--- config.mk ---
export PLATFORM = sky130hd
export DESIGN_NAME = ir_serial_key_frame_classifier
export DESIGN_NICKNAME = d
export VERILOG_FILES = /design/src/design/skfc_pkg.sv /design/src/design/ir_serial_key_frame_classifier.sv /design/src/design/skfc_in_stage.sv /design/src/design/skfc_core.sv
export VERILOG_INCLUDE_DIRS = /design/src /design/src/design
export SDC_FILE = /design/constraint.sdc
export NUM_CORES = 1
export LEC_CHECK = 0
export BUFFER_PORTS_ARGS = -buffer_cell sky130_fd_sc_hd__clkbuf_2
export CORE_MARGIN = 5
export CORE_UTILIZATION = 51
export DETAILED_ROUTE_END_ITERATION = 16
export PLACE_DENSITY = 0.79
export SLEW_MARGIN = 20
export SYNTH_ARGS = -nofsm -noshare
export SYNTH_HDL_FRONTEND = slang
export SYNTH_SLANG_ARGS = --single-unit
--- constraint.sdc ---
create_clock -name clk -period 6 [get_ports clk]
set_input_delay 1.2 -clock clk [delete_from_list [all_inputs] [get_ports clk]]
set_output_delay 1.2 -clock clk [all_outputs]
set_load 0.01 [all_outputs]
--- src/design/ir_serial_key_frame_classifier_macros.svh ---
// Assertion macros used by the frame classifier core
`ifndef IR_SERIAL_KEY_FRAME_CLASSIFIER_MACROS_SVH
`define IR_SERIAL_KEY_FRAME_CLASSIFIER_MACROS_SVH

`ifndef SYNTHESIS

// Same-cycle implication
`define SKFC_ASSERT_IMPL(label, clk, rst_n, ante, cons) \
    label: assert property (@(posedge clk) disable iff (!rst_n) (ante) |-> (cons)) \
        else $error("skfc assertion failed");

// Next-cycle implication
`define SKFC_ASSERT_NEXT(label, clk, rst_n, ante, cons) \
    label: assert property (@(posedge clk) disable iff (!rst_n) (ante) |=> (cons)) \
        else $error("skfc assertion failed");

`else

`define SKFC_ASSERT_IMPL(label, clk, rst_n, ante, cons)
`define SKFC_ASSERT_NEXT(label, clk, rst_n, ante, cons)

`endif

`endif

--- src/design/skfc_pkg.sv ---
package skfc_pkg;

    // Frame length limit and number of bytes kept per frame
    localparam int MAX_FRAME_BYTES_DEF = 16;
    localparam int KEEP_BYTES          = 8;

    // Header bytes of a valid key frame
    localparam logic [7:0] HDR0 = 8'h90;
    localparam logic [7:0] HDR1 = 8'h46;
    localparam logic [7:0] HDR2 = 8'h42;

    // Reset value of the repeat window register
    localparam logic [7:0] REPEAT_WINDOW_RST = 8'd2;

    // Register index of the repeat window
    localparam logic REG_REPEAT_WINDOW = 1'b0;

    // Input function codes
    localparam logic FUNC_BYTE = 1'b0;
    localparam logic FUNC_GAP  = 1'b1;

    // Result status codes
    localparam logic [2:0] ST_NEW     = 3'd0;
    localparam logic [2:0] ST_REPEAT  = 3'd1;
    localparam logic [2:0] ST_REP_REJ = 3'd2;
    localparam logic [2:0] ST_SHORT   = 3'd3;
    localparam logic [2:0] ST_JAM     = 3'd4;
    localparam logic [2:0] ST_INVALID = 3'd5;

    typedef struct packed {
        logic        func;
        logic [7:0]  rx_byte;
        logic [31:0] now_seconds;
    } in_item_t;

    typedef struct packed {
        logic [2:0]  status;
        logic [63:0] key_code;
    } out_item_t;

endpackage

--- src/design/ir_serial_key_frame_classifier.sv ---
// The result of the item that ends a frame passes through the input register and then the
// result register, from which it is taken.
// Throughput: one item per cycle while the result is not stalled; the frame state updates once per item in one pass.
// A stalled result holds the core; the input register keeps one item meanwhile.
// Reset (rst_n, asynchronous, active low) clears the frame state, last key code,
// both timestamps and the pipeline valids; the repeat window returns to 2.
module ir_serial_key_frame_classifier
#(
    parameter int MAX_FRAME_BYTES = skfc_pkg::MAX_FRAME_BYTES_DEF
)
(
    input  logic                clk,
    input  logic                rst_n,
    input  logic                byte_valid,
    output logic                byte_stall,
    input  skfc_pkg::in_item_t  byte_item,
    output logic                result_valid,
    input  logic                result_stall,
    output skfc_pkg::out_item_t result_item,
    input  logic                psel,
    input  logic                penable,
    input  logic                pwrite,
    input  logic [2:0]          paddr,
    input  logic [31:0]         pwdata,
    output logic [31:0]         prdata,
    output logic                pready
);
    import skfc_pkg::*;

    logic       window_sel;
    logic [7:0] repeat_window_reg;
    logic [7:0] repeat_window_next;
    logic       cfg_wr;
    logic       item_valid;
    in_item_t   item;
    logic       advance;

    // Decode register writes
    assign pready = 1'b1;
    assign window_sel = (paddr[2] == REG_REPEAT_WINDOW);
    assign cfg_wr = psel && penable && pwrite && pready && window_sel;

    always_comb
    begin
        repeat_window_next = repeat_window_reg;
        if (cfg_wr)
        begin
            repeat_window_next = pwdata[7:0];
        end
    end

    always_ff @(posedge clk or negedge rst_n)
    begin
        if (!rst_n)
        begin
            repeat_window_reg <= REPEAT_WINDOW_RST;
        end
        else
        begin
            repeat_window_reg <= repeat_window_next;
        end
    end

    // Read back the register
    assign prdata = window_sel ? {24'd0, repeat_window_reg} : 32'd0;

    skfc_in_stage u_in_stage
    (
        .clk        (clk),
        .rst_n      (rst_n),
        .byte_valid (byte_valid),
        .byte_stall (byte_stall),
        .byte_item  (byte_item),
        .advance    (advance),
        .item_valid (item_valid),
        .item       (item)
    );

    skfc_core #(.MAX_FRAME_BYTES(MAX_FRAME_BYTES)) u_core
    (
        .clk           (clk),
        .rst_n         (rst_n),
        .item_valid    (item_valid),
        .item          (item),
        .advance       (advance),
        .repeat_window (repeat_window_reg),
        .result_valid  (result_valid),
        .result_stall  (result_stall),
        .result_item   (result_item)
    );

endmodule

--- src/design/skfc_in_stage.sv ---
module skfc_in_stage
(
    input  logic               clk,
    input  logic               rst_n,
    input  logic               byte_valid,
    output logic               byte_stall,
    input  skfc_pkg::in_item_t byte_item,
    input  logic               advance,
    output logic               item_valid,
    output skfc_pkg::in_item_t item
);
    import skfc_pkg::*;

    logic     valid_reg;
    logic     valid_next;
    in_item_t item_reg;
    logic     take;

    // Take a new item when the register is empty or its item moves on
    assign byte_stall = valid_reg && !advance;
    assign take       = byte_valid && !byte_stall;

    always_comb
    begin
        valid_next = valid_reg;
        if (take)
        begin
            valid_next = 1'b1;
        end
        else if (advance)
        begin
            valid_next = 1'b0;
        end
    end

    always_ff @(posedge clk or negedge rst_n)
    begin
        if (!rst_n)
        begin
            valid_reg <= 1'b0;
        end
        else
        begin
            valid_reg <= valid_next;
        end
    end

    // Hold the payload of the item
    always_ff @(posedge clk)
    begin
        if (take)
        begin
            item_reg <= byte_item;
        end
    end

    assign item_valid = valid_reg;
    assign item       = item_reg;

endmodule

--- src/design/skfc_core.sv ---
module skfc_core
#(
    parameter int MAX_FRAME_BYTES = skfc_pkg::MAX_FRAME_BYTES_DEF
)
(
    input  logic                clk,
    input  logic                rst_n,
    input  logic                item_valid,
    input  skfc_pkg::in_item_t  item,
    output logic                advance,
    input  logic [7:0]          repeat_window,
    output logic                result_valid,
    input  logic                result_stall,
    output skfc_pkg::out_item_t result_item
);
    import skfc_pkg::*;

    localparam int CNT_W = $clog2(MAX_FRAME_BYTES + 1);
    localparam logic [CNT_W-1:0] CNT_MAX  = CNT_W'(MAX_FRAME_BYTES);
    localparam logic [CNT_W-1:0] CNT_KEEP = CNT_W'(KEEP_BYTES);
    localparam logic [CNT_W-1:0] CNT_ONE  = CNT_W'(1);

    logic [CNT_W-1:0] count_reg, count_next;
    logic             az_reg, az_next;
    logic [63:0]      last_reg, last_next;
    logic [31:0]      start_reg, start_next;
    logic [31:0]      prev_reg, prev_next;
    logic [7:0]       frame_reg [KEEP_BYTES];
    logic             res_valid_reg, res_valid_next;
    out_item_t        res_reg;

    logic [7:0]       bytes_byte [KEEP_BYTES];
    logic [7:0]       bytes_cls [KEEP_BYTES];
    logic [CNT_W-1:0] cnt_inc;
    logic [CNT_W-1:0] n_cls;
    logic             az_byte;
    logic             az_cls;
    logic             is_gap;
    logic             frame_end;
    logic             load_res;
    logic [31:0]      diff;
    logic [63:0]      packed_code;
    out_item_t        cls;

    // Advance when the result register is free or being drained
    assign advance  = item_valid && (!res_valid_reg || !result_stall);
    assign is_gap   = (item.func == FUNC_GAP);
    assign cnt_inc  = count_reg + CNT_ONE;

    // Merge the incoming byte into the kept bytes
    always_comb
    begin
        for (int k = 0; k < KEEP_BYTES; k++)
        begin
            bytes_byte[k] = frame_reg[k];
            if (count_reg == CNT_W'(k))
            begin
                bytes_byte[k] = item.rx_byte;
            end
        end
    end

    assign az_byte   = az_reg && (item.rx_byte == 8'd0);
    assign frame_end = is_gap ? (count_reg != '0) : (cnt_inc == CNT_MAX);
    assign load_res  = advance && frame_end;

    // Select the frame view that is classified
    always_comb
    begin
        for (int k = 0; k < KEEP_BYTES; k++)
        begin
            bytes_cls[k] = is_gap ? frame_reg[k] : bytes_byte[k];
        end
    end

    assign n_cls  = is_gap ? count_reg : cnt_inc;
    assign az_cls = is_gap ? az_reg : az_byte;
    assign diff   = start_reg - prev_reg;

    // Pack the kept bytes big-endian
    always_comb
    begin
        packed_code = '0;
        for (int k = 0; k < KEEP_BYTES; k++)
        begin
            packed_code = {packed_code[55:0], bytes_cls[k]};
        end
    end

    // Classify the finished frame
    always_comb
    begin
        cls.status   = ST_INVALID;
        cls.key_code = '0;
        if (n_cls == CNT_ONE && bytes_cls[0] == 8'd0)
        begin
            if (last_reg != '0 && diff < {24'd0, repeat_window})
            begin
                cls.status   = ST_REPEAT;
                cls.key_code = last_reg;
            end
            else
            begin
                cls.status = ST_REP_REJ;
            end
        end
        else if (n_cls < CNT_KEEP)
        begin
            cls.status = ST_SHORT;
        end
        else if (bytes_cls[0] == HDR0 && bytes_cls[1] == HDR1 && bytes_cls[2] == HDR2)
        begin
            cls.status   = ST_NEW;
            cls.key_code = packed_code;
        end
        else if (n_cls == CNT_MAX && az_cls)
        begin
            cls.status = ST_JAM;
        end
        else
        begin
            cls.status = ST_INVALID;
        end
    end

    // Next frame state
    always_comb
    begin
        count_next = count_reg;
        az_next    = az_reg;
        last_next  = last_reg;
        start_next = start_reg;
        prev_next  = prev_reg;
        if (advance)
        begin
            if (!is_gap)
            begin
                if (count_reg == '0)
                begin
                    start_next = item.now_seconds;
                end
                count_next = cnt_inc;
                az_next    = az_byte;
            end
            if (frame_end)
            begin
                count_next = '0;
                az_next    = 1'b1;
                prev_next  = item.now_seconds;
                if (cls.status == ST_NEW)
                begin
                    last_next = cls.key_code;
                end
                else if (cls.status != ST_REPEAT)
                begin
                    last_next = '0;
                end
            end
        end
    end

    // Next result valid
    always_comb
    begin
        res_valid_next = res_valid_reg;
        if (advance)
        begin
            res_valid_next = frame_end;
        end
        else if (!result_stall)
        begin
            res_valid_next = 1'b0;
        end
    end

    always_ff @(posedge clk or negedge rst_n)
    begin
        if (!rst_n)
        begin
            count_reg     <= '0;
            az_reg        <= 1'b1;
            last_reg      <= '0;
            start_reg     <= '0;
            prev_reg      <= '0;
            res_valid_reg <= 1'b0;
        end
        else
        begin
            count_reg     <= count_next;
            az_reg        <= az_next;
            last_reg      <= last_next;
            start_reg     <= start_next;
            prev_reg      <= prev_next;
            res_valid_reg <= res_valid_next;
        end
    end

    // Store kept bytes of the frame
    always_ff @(posedge clk)
    begin
        if (advance && !is_gap)
        begin
            for (int k = 0; k < KEEP_BYTES; k++)
            begin
                frame_reg[k] <= bytes_byte[k];
            end
        end
    end

    // Load the result register
    always_ff @(posedge clk)
    begin
        if (load_res)
        begin
            res_reg <= cls;
        end
    end

    assign result_valid = res_valid_reg;
    assign result_item  = res_reg;

    `include "ir_serial_key_frame_classifier_macros.svh"

    `SKFC_ASSERT_NEXT(a_count_clear, clk, rst_n, load_res, count_reg == '0 && az_reg)
    `SKFC_ASSERT_IMPL(a_count_range, clk, rst_n, 1'b1, count_reg < CNT_MAX)
    `SKFC_ASSERT_IMPL(a_empty_gap, clk, rst_n, advance && is_gap && count_reg == '0, !load_res)
    `SKFC_ASSERT_IMPL(a_code_zero, clk, rst_n,
        res_valid_reg && res_reg.status != ST_NEW && res_reg.status != ST_REPEAT,
        res_reg.key_code == '0)

endmodule
==> key figures, run 1 <==
Outcome
  • Status: finished, final reports clean

STA
  • Final slew viol count: 0
  • Final clock skew: 0.0195 ns
  • RSZ-0062 raised after global routing: no
  • Final setup viols: 0
  • Post-route setup slack: 1.03 ns
  • Slew margin rel.: 0.338
  • Measured slew at the worst slew-check pin: 0.993 ns
  • Minimum clock period: 4.97 ns
  • Fmax: 0.201 GHz
  • Final Hold Viols: 0
  • Setup Total Neg Slack: 0 ns
  • Fin crit share: 0.829

Drt
  • Antenna Nets Post-Route: 0
  • Via count: 10235
  • DRT Pass-1 Iters: 5
  • Post-route DRC: 0
  • Post-DR vias/cell: 5.65
  • DRT Wirelength: 34.3 mm
  • Routed WL per cell: 18.9 um
  • Initial DRC Count: 745

Worst hold path
  • Hold Crit Class: register to register
  • Min-delay src: u_in_stage.item[20]$_DFFE_PP_

Worst setup path
  • Crit-path max cell delay: 0.59 ns
  • Crit. Startpoint: u_core.prev_reg[0]$_DFFE_PN0P_
  • R2R setup slack: 1.03 ns
  • Setup crit end kind: register
  • Startpoint Class: register
  • WP data arrival: 5.37 ns
  • Worst EP required: 6.39 ns
  • CP delay by family, top: simple AND/OR/NAND/NOR gates
  • Critical path's slowest cell: buf_4
  • Crit Path Max Fanout: 64
  • FF-to-FF Start: u_core.prev_reg[0]$_DFFE_PN0P_
  • Worst path cell trace: ha_1 -> fa_1 -> nor2b_1 -> o2111ai_1 -> nand2_1 -> xor2_1 -> ha_1 -> a21oi_1 -> o22ai_1 -> nor4_1 -> nand4_1 -> nor4_1 -> nand4_1 -> nor4_4 -> nand2b_2 -> buf_4 -> mux2_1
  • Crit path buf inv count: 1
  • Crit Path Class: register to register

Synth
  • Post-synth top area share: 0.330
  • Synth area leaders: edfxtp_1, dfrtp_1, mux2_2
  • Synth Area per Inst: 12.3 um^2
  • Seq/Total Area, Yosys: 0.561
  • Number of synthesized flops with an enable pin: 172
  • Post-synth cell types: 71
  • Yosys top cell by area: edfxtp_1
  • Warnings from Yosys: 0
  • Ys flop type: edfxtp_1
  • Synthesized cell area: 15600 um^2
  • Register bit total from synthesis: 316
  • Commonest cells in the netlist: edfxtp_1, dfrtp_1, mux2_2, nor2_1, nand2_1
  • Cells after synthesis: 1267
  • Most frequent cell after synthesis: edfxtp_1
  • Async set-or-reset flop fraction in the synthesized netlist: 0.456

Final layout
  • Largest register FFs: 67
  • Layout cell share with drive strength beyond 1: 0.248
  • N_diodes: 0
  • Fillers: 2486
  • Final Net Count: 1517
  • Area growth, synth to finish: 13.2%

Clock network
  • H-tree lvl count: 2
  • Hold buffers post-CTS: 0
  • Post-CTS Setup Inserts: 0
  • Total CTS buffers: 35
  • Worst skew pair latency: 0.52 ns
  • CTS max path bufs: 3
  • CTS sink cnt: 316
  • Worst-path clk slew: 0.06 ns
  • CTS tree: done
  • Post_cts resized: 0
  • Clk root buf: clkbuf_16

Die
  • # rows: 64
  • Die Area: 34300 um^2
  • IO Count: 185
  • Die height: 185 um
  • CORE AREA: 30400 um^2
  • Starting density of the core: 0.514
  • Die W: 185 um

Power
  • Power Total: 8.84 mW
  • Leakage power: 7.81 nW
  • Worst vdd ir: 0.352 mV
  • Pwr Density: 500 nW/um^2

Global routing
  • Overall routing resource usage: 0.197
  • GR Overflow Total: 0
  • Antenna violations before repair: 0
  • Global-route wire length before repair: 54.2 mm
  • Number of global-route vias before repair: 10169
  • Largest net degree at the start of global routing: 97

Placed design
  • I/O Buffers: 133
  • DP Wirelength: 23.5 mm
  • GP Congestion: 0.932
  • Post-place setup slack: 1.04 ns

Job
  • Max-Cap Viols: 0
## path summary, 6_finish.rpt
| kind | endpoint | cells past startpoint |
|---|---|---|
| min reg2reg | u_core.prev_reg[20]$_DFFE_PN0P_ | 1 |
| min | u_core.prev_reg[20]$_DFFE_PN0P_ | 1 |
| min in group asynchronous | u_core.start_reg[20]$_DFFE_PN0P_ | 1 |
| max in group asynchronous | u_core.prev_reg[14]$_DFFE_PN0P_ | 2 |
| max | u_core.last_reg[17]$_DFFE_PN0P_ | 17 |
| max reg2reg | u_core.last_reg[17]$_DFFE_PN0P_ | 17 |
## per-layer routing
layer,part of all wire,up-vias,global-route usage
met5,0,-,0
met4,0.027,0,0.0602
met3,0.046,59,0.0285
met2,0.49,278,0.333
met1,0.44,5021,0.267
li1,-,4877,-
## layout make-up
class / instances / area [um^2] / share of cell area
multi-input combinational: 836 / 6330 / 0.358
tap: 396 / 495 / 0.0280
timing repair buffer: 146 / 769 / 0.0435
sequential: 316 / 8770 / 0.495
clock inverter: 11 / 124 / 0.00700
inverter: 55 / 209 / 0.0118
clock buffer: 53 / 1000 / 0.0568
## worst register-to-register path, delay by kind of cell, from the launching register on
family / cells / cell delay, ns
AOI/OAI and AO/OA: 3 / 0.54
xor gates and xnor gates: 1 / 0.17
adders and majority gates: 3 / 0.89
buffers and inverters: 1 / 0.59
DFF: 1 / 0.38
muxes: 1 / 0.43
and+or+nand+nor: 8 / 1.85
## power by group
part / leakage (nW) / switching (mW) / internal, mW / total [mW]
sequential: 3.48 / 0.244 / 2.78 / 3.02
clock: 0.545 / 0.872 / 1.22 / 2.09
combinational: 3.79 / 2.16 / 1.57 / 3.73
## logic make-up after synthesis
group	share of synthesized area
adder cells (fa/ha/maj)	0.0357
AND/OR/NAND/NOR	0.103
buffers and inverters	0.0413
other	0.000480
AO/OA/AOI/OAI	0.0955
XOR/XNOR	0.0112
flip-flops	0.561
multiplexers	0.152
## cell usage in the layout, fill, tap and decap left out, drive strengths merged, types with 4 or more instances in the layout
cell	n
ha	43
a211oi	7
mux2	173
nand2b	13
inv	57
a21o	50
xor2	10
edfxtp	172
nor3b	5
nor4	29
a31oi	7
a21oi	45
conb	25
nor3	14
nor2	74
or3	8
o21bai	5
o21a	15
clkbuf	185
or2	4
nand4	21
or4	4
and2	40
mux2i	43
nand2	63
o31ai	4
o21ai	51
o211ai	8
xnor2	10
nor2b	4
nand3	14
dfrtp	142
clkinv	7
buf	14
## per-stage QoR
step,hold slack [ns],instances,util,cell area (um^2)
2_1_floorplan,0.446,1290,-,15700
3_3_place_gp,0.480,1749,0.544,16600
3_5_place_dp,0.490,1749,0.544,16600
4_1_cts,0.506,1813,0.582,17700
5_1_grt,0.519,1813,0.582,17700
6_report,0.502,1813,0.582,17700
No activity file was read; power rests on OpenSTA's default activity.
==> run 2, diff against run 1 <==
Settings changed: PLACE_DENSITY 0.79 to 0.82.
Clock period 6 ns to 4.32 ns, I/O delays scaled along.
==> run 2 against run 1 <==
Net effect:
- via count rose by 2.7%
- sequential cell count unchanged
- combinational power increased by 47%
- utilization is 1.2 points higher
- die area stayed put
- first-iteration DRC count grew 4.7%
- sequential power increased by 38%
- hold slack got worse by 0.088 ns
- register-to-register slack worse by 0.75 ns
- critical endpoint is now u_core.last_reg[14]$_DFFE_PN0P_
- highest routed layer unchanged
==> key figures, run 2 (same netlist as run 1, synthesis figures left out) <==
STA
  • Setup Total Neg Slack: 0 ns (unchanged)
  • Minimum clock period: 4.05 ns (-0.926 ns)
  • Final Hold Viols: 0 (unchanged)
  • Post-route setup slack: 0.271 ns (-0.754 ns)
  • Final setup viols: 0 (unchanged)
  • Final clock skew: 0.0217 ns (+0.00219 ns)
  • Fmax: 0.247 GHz (+23%)
  • Measured slew at the worst slew-check pin: 0.970 ns (-0.0228 ns)
  • Fin crit share: 0.937 (+0.108)
  • Final slew viol count: 0 (unchanged)
  • Slew margin rel.: 0.353 (+0.0152)
  • Hold Slack: 0.414 ns (-0.0882 ns)

Drt
  • DRT Wirelength: 34.7 mm (+1.3%)
  • Post-route DRC: 0 (unchanged)
  • DRT Pass-1 Iters: 5 (unchanged)
  • Routed WL per cell: 18.9 um (about the same)
  • Via count: 10515 (+2.7%)
  • Antenna Nets Post-Route: 0 (unchanged)
  • Post-DR vias/cell: 5.72 (+1.3%)
  • Initial DRC Count: 780 (+4.7%)

Final layout
  • Storage element area: 8770 um^2 (unchanged)
  • Area growth, synth to finish: 15.5%
  • Commonest cells after routing, fill and taps aside: edfxtp_1, dfrtp_1, mux2_2
  • Largest register FFs: 67 (unchanged)
  • Fillers: 2382 (-4.2%)
  • Final Net Count: 1543 (+1.7%)
  • Commonest non-fill, non-tap cell in the layout: edfxtp_1
  • Layout cell share with drive strength beyond 1: 0.268 (+0.0193)
  • Multi-input logic area: 6360 um^2 (+0.47%)
  • N_diodes: 0 (unchanged)

Global routing
  • Overall routing resource usage: 0.200 (+0.00268)
  • Largest net degree at the start of global routing: 96 (-1.0%)
  • Antenna violations before repair: 0 (unchanged)
  • GR Overflow Total: 0 (unchanged)
  • Global-route wire length before repair: 55.6 mm (+2.7%)
  • Number of global-route vias before repair: 10641 (+4.6%)

Worst setup path
  • FF-to-FF Start: u_core.prev_reg[4]$_DFFE_PN0P_
  • Worst EP required: 4.71 ns (-1.68 ns)
  • R2R setup slack: 0.27 ns (-0.75 ns)
  • R2R Path End: u_core.last_reg[14]$_DFFE_PN0P_
  • Reg2Reg Depth: 19 (+2)
  • Crit Path Class: register to register
  • Startpoint Class: register
  • WP data arrival: 4.44 ns (-0.93 ns)
  • Crit Path Max Fanout: 16 (-75%)
  • Setup crit end kind: register
  • Crit. Startpoint: u_core.prev_reg[4]$_DFFE_PN0P_

Die
  • Die W: 185 um (unchanged)
  • Die height: 185 um (unchanged)
  • Die Area: 34300 um^2 (unchanged)
  • Starting density of the core: 0.514 (unchanged)
  • IO Count: 185 (unchanged)
  • # rows: 64 (unchanged)
  • CORE AREA: 30400 um^2 (unchanged)

Placed design
  • DP Wirelength: 24.1 mm (+2.6%)
  • Post-place setup slack: -0.140 ns (-1.18 ns)
  • GP Congestion: 0.900 (-3.5%)
  • I/O Buffers: 133 (unchanged)

Power
  • Pwr Density: 699 nW/um^2 (+40%)
  • Leakage power: 7.99 nW (+2.4%)
  • Power Total: 12.6 mW (+43%)
  • Worst vdd ir: 0.504 mV (+43%)

Job
  • Max-Cap Viols: 0 (unchanged)

Clock network
  • Worst-path clk slew: 0.06 ns (about the same)
  • CTS tree: done
  • Clk root buf: clkbuf_16
  • CTS sink cnt: 316 (unchanged)
  • CTS max path bufs: 3 (unchanged)
  • Worst skew pair latency: 0.52 ns (about the same)
  • H-tree lvl count: 2 (unchanged)
  • Total CTS buffers: 34 (-2.9%)

Outcome
  • Status: finished, final reports clean

Worst hold path
  • Hold Crit Class: input pin to async pin
-- run 2: cell count changes in the layout (fill, tap and decap cells not counted), moves of 3 or more --
cell,change
buf_12,+4
buf_4,+20
clkbuf_1,-4
clkbuf_8,+3
-- run 2: routing by layer --
metal,vias up,GRT usage,share of wire
li1,4919,-,-
met4,0,0.0564,0.026
met5,-,0,0
met3,64,0.0281,0.058
met2,367,0.347,0.50
met1,5165,0.265,0.42
-- run 2: repair_timing --
item                                    4_1_cts  5_1_grt
hold buffers                                  0        0
cloned                                        0        2
buffers inserted                              0        2
endpoints found under the setup margin       90      121
resized for setup                             1        8
pin swaps                                     2        2
-- run 2: worst max-delay path, cell delays in order, from the launching register on --
cell and delay, ns:
dfrtp_1 0.36, inv_1 0.05, ha_1 0.30, a21o_1 0.18, a31oi_1 0.19, nand2_1 0.11
a21o_1 0.20, a21oi_2 0.14, xnor2_1 0.08, ha_2 0.19, a31oi_1 0.14, o21ai_0 0.10
nor4_1 0.23, nand4_1 0.18, nor4_4 0.21, nand4_1 0.23, nor4_4 0.22, nand2b_4 0.27
clkbuf_16 0.22, mux2_1 0.34
-- run 2: power by group --
part	internal (mW)	switching, mW	leakage, nW
sequential	3.85	0.326	3.48
combinational	2.36	3.12	3.95
clock	1.78	1.18	0.567
-- run 2: metrics by stage --
stage	util	instances	cell area [um^2]
floorplan	-	1290	15700
global placement	0.552	1772	16800
detailed placement	0.552	1772	16800
CTS	0.590	1834	18000
global route	0.593	1838	18100
finish	0.593	1838	18100
-- run 2: cell type report --
type | count | share of cell area
Tap cell | 396 | 0.0274
Sequential cell | 316 | 0.486
Clock buffer | 52 | 0.0571
Timing Repair Buffer | 173 | 0.0588
Inverter | 55 | 0.0116
Clock inverter | 10 | 0.00714
Multi-Input combinational cell | 836 | 0.352
-- run 2: worst max path at each step --
stage,endpoint,cells after the start,slack (ns)
floorplan,u_core.prev_reg[23]$_DFFE_PN0P_,9,0.08
global placement,u_core.last_reg[2]$_DFFE_PN0P_,17,0.03
detailed placement,u_core.last_reg[1]$_DFFE_PN0P_,17,-0.14
CTS,u_core.last_reg[1]$_DFFE_PN0P_,17,0.08
global route,u_core.last_reg[17]$_DFFE_PN0P_,19,-0.004
finish,u_core.last_reg[14]$_DFFE_PN0P_,19,0.27
==> run 3, diff against run 2 <==
Settings changed: RECOVER_POWER set to 100.
==> run 3 against run 2 <==
Net effect:
- sequential power about the same
- clock power about the same
- clock-buffer cell count unchanged
- fmax decreased by 0.19%
- combinational power decreased by 2%
- global-route usage unchanged
- critical endpoint unchanged
- register-to-register slack about the same
- largest cell class unchanged
- sequential cell count unchanged
- the flow now finishes with violations (max-capacitance violations, max-slew violations)
- cell area decreased by 1.1%
- worst setup slack got worse by 0.0077 ns
==> key figures, run 3 (same netlist as run 1, synthesis figures left out) <==
Clock network
  • CTS max path bufs: 3 (unchanged)
  • CTS sink cnt: 316 (unchanged)
  • Worst-path clk slew: 0.06 ns (about the same)
  • H-tree lvl count: 2 (unchanged)
  • CTS tree: done
  • Clk root buf: clkbuf_16
  • Worst skew pair latency: 0.52 ns (about the same)
  • Hold buffers post-CTS: 0 (unchanged)
  • Total CTS buffers: 34 (unchanged)

Placed design
  • DP Cell Count: 1772 (unchanged)
  • Post-DP Area: 16800 um^2 (unchanged)
  • GP Congestion: 0.900 (unchanged)
  • I/O Buffers: 133 (unchanged)
  • DP Wirelength: 24.1 mm (unchanged)
  • Post-place setup slack: -0.140 ns (unchanged)

STA
  • Fmax: 0.247 GHz (-0.19%)
  • Minimum clock period: 4.06 ns (+0.00773 ns)
  • Fin crit share: 0.939 (+0.00179)
  • Setup Total Neg Slack: 0 ns (unchanged)
  • Measured slew at the worst slew-check pin: 2.67 ns (+1.70 ns)
  • Slew margin rel.: -0.782 (-1.14)
  • Post-route setup slack: 0.263 ns (-0.00773 ns)
  • Final setup viols: 0 (unchanged)
  • Final slew viol count: 204 (+204)
  • Final Hold Viols: 0 (unchanged)
  • Final clock skew: 0.0220 ns (+0.000286 ns)

Global routing
  • Largest net degree at the start of global routing: 96 (unchanged)
  • M1 GR Usage: 0.265 (unchanged)
  • Global-route wire length before repair: 55.6 mm (unchanged)
  • Met2 Usage GRT: 0.347 (unchanged)
  • GR Overflow Total: 0 (unchanged)
  • GRT Max-Usage Layer: met2
  • M3 GR Usage: 0.0281 (unchanged)
  • Overall routing resource usage: 0.200 (unchanged)
  • Antenna violations before repair: 0 (unchanged)
  • Number of global-route vias before repair: 10641 (unchanged)

Worst setup path
  • Setup crit end kind: register
  • WP data arrival: 4.45 ns (about the same)
  • Worst EP required: 4.71 ns (about the same)
  • Startpoint Class: register
  • Crit Path Class: register to register
  • Crit Path Max Fanout: 16 (unchanged)

Drt
  • Post-route DRC: 0 (unchanged)
  • Via count: 10481 (-0.32%)
  • DRT Pass-1 Iters: 6 (+1)
  • Antenna Nets Post-Route: 0 (unchanged)
  • DRT Wirelength: 34.8 mm (+0.11%)
  • Routed WL per cell: 18.9 um (+0.11%)
  • Initial DRC Count: 685 (-12%)
  • Post-DR vias/cell: 5.70 (-0.32%)

Worst hold path
  • Hold Crit Class: register to register

Final layout
  • Finished Layout Cells: 1838 (unchanged)
  • Final core occ: 0.587 (-0.00646)
  • Layout cell share with drive strength beyond 1: 0.170 (-0.0978)
  • Commonest non-fill, non-tap cell in the layout: edfxtp_1
  • Design Area, Final: 17900 um^2 (-1.1%)
  • N_diodes: 0 (unchanged)
  • Commonest cells after routing, fill and taps aside: edfxtp_1, dfrtp_1, clkbuf_1
  • Largest register FFs: 67 (unchanged)
  • Final Net Count: 1543 (unchanged)
  • Fillers: 2421 (+1.6%)
  • Area growth, synth to finish: 14.2%

Die
  • Starting density of the core: 0.514 (unchanged)
  • Die Area: 34300 um^2 (unchanged)
  • Die height: 185 um (unchanged)
  • IO Count: 185 (unchanged)
  • CORE AREA: 30400 um^2 (unchanged)
  • Die W: 185 um (unchanged)
  • # rows: 64 (unchanged)

Power
  • Pwr Density: 702 nW/um^2 (+0.44%)
  • Worst vdd ir: 0.500 mV (-0.79%)
  • Leakage power: 7.71 nW (-3.5%)

Outcome
  • Failing checks: max-capacitance violations, max-slew violations
  • Status: finished with violations

Job
  • Max-Cap Viols: 4 (+4)
==> run 3: critical path, stage by stage, from the launching register on <==
cell       delay [ns]
dfrtp_1          0.48
inv_1            0.17
ha_1             0.17
nor4b_1          0.25
buf_4            0.26
mux2_2           0.36
nor4_1           0.30
nand3_1          0.12
o41ai_1          0.18
nand3_1          0.25
nand2b_1         0.25
nor4_4           0.30
nand2b_4         0.28
clkbuf_16        0.22
mux2_1           0.34
==> run 3: layout make-up <==
| class | instances | area, um^2 | area share |
|---|---|---|---|
| sequential | 316 | 8770 | 0.491 |
| inverter | 55 | 209 | 0.0117 |
| clock buffer | 52 | 1030 | 0.0577 |
| multi-input combinational | 836 | 6330 | 0.355 |
| tap | 396 | 495 | 0.0277 |
| clock inverter | 10 | 129 | 0.00722 |
| timing repair buffer | 173 | 892 | 0.0500 |
==> run 3: worst paths after layout <==
check,start,endpoint,slack (ns),cells after the start
min,u_in_stage.item[16]$_DFFE_PP_,u_core.prev_reg[16]$_DFFE_PN0P_,0.50,1
min in group asynchronous,rst_n,u_core.start_reg[18]$_DFFE_PN0P_,1.06,1
max reg2reg,u_core.count_reg[0]$_DFFE_PN0P_,u_core.last_reg[14]$_DFFE_PN0P_,0.26,14
max in group asynchronous,rst_n,u_core.prev_reg[0]$_DFFE_PN0P_,0.97,2
min reg2reg,u_in_stage.item[16]$_DFFE_PP_,u_core.prev_reg[16]$_DFFE_PN0P_,0.50,1
max,u_core.count_reg[0]$_DFFE_PN0P_,u_core.last_reg[14]$_DFFE_PN0P_,0.26,14
==> run 3: repair_timing <==
| item | 4_1_cts | 5_1_grt |
|---|---|---|
| setup buffers | 0 | 2 |
| pin swaps | 2 | 2 |
| setup endpoints to repair | 90 | 121 |
| cloned | 0 | 2 |
| resized for setup | 1 | 8 |
==> run 3: stage by stage <==
step | power, mW | hold slack [ns]
finish | 12.5 | 0.499
global route | 13.4 | 0.509
global placement | 9.41 | 0.479
floorplan | 8.13 | 0.446
detailed placement | 9.54 | 0.490
CTS | 12.5 | 0.470
==> run 3: where the power goes <==
| part | internal, mW | leakage [nW] | switching (mW) | total, mW |
|---|---|---|---|---|
| Clock | 1.78 | 0.567 | 1.18 | 2.96 |
| Sequential | 3.86 | 3.48 | 0.322 | 4.18 |
| Combinational | 2.28 | 3.67 | 3.12 | 5.40 |
| Total | 7.92 | 7.71 | 4.62 | 12.5 |
==> run 3: layer usage <==
metal  vias up  wire length, um
met5         -                0
met4         0              956
met3        69             1880
met2       323            17300
met1      5165            14600
li1       4924                -
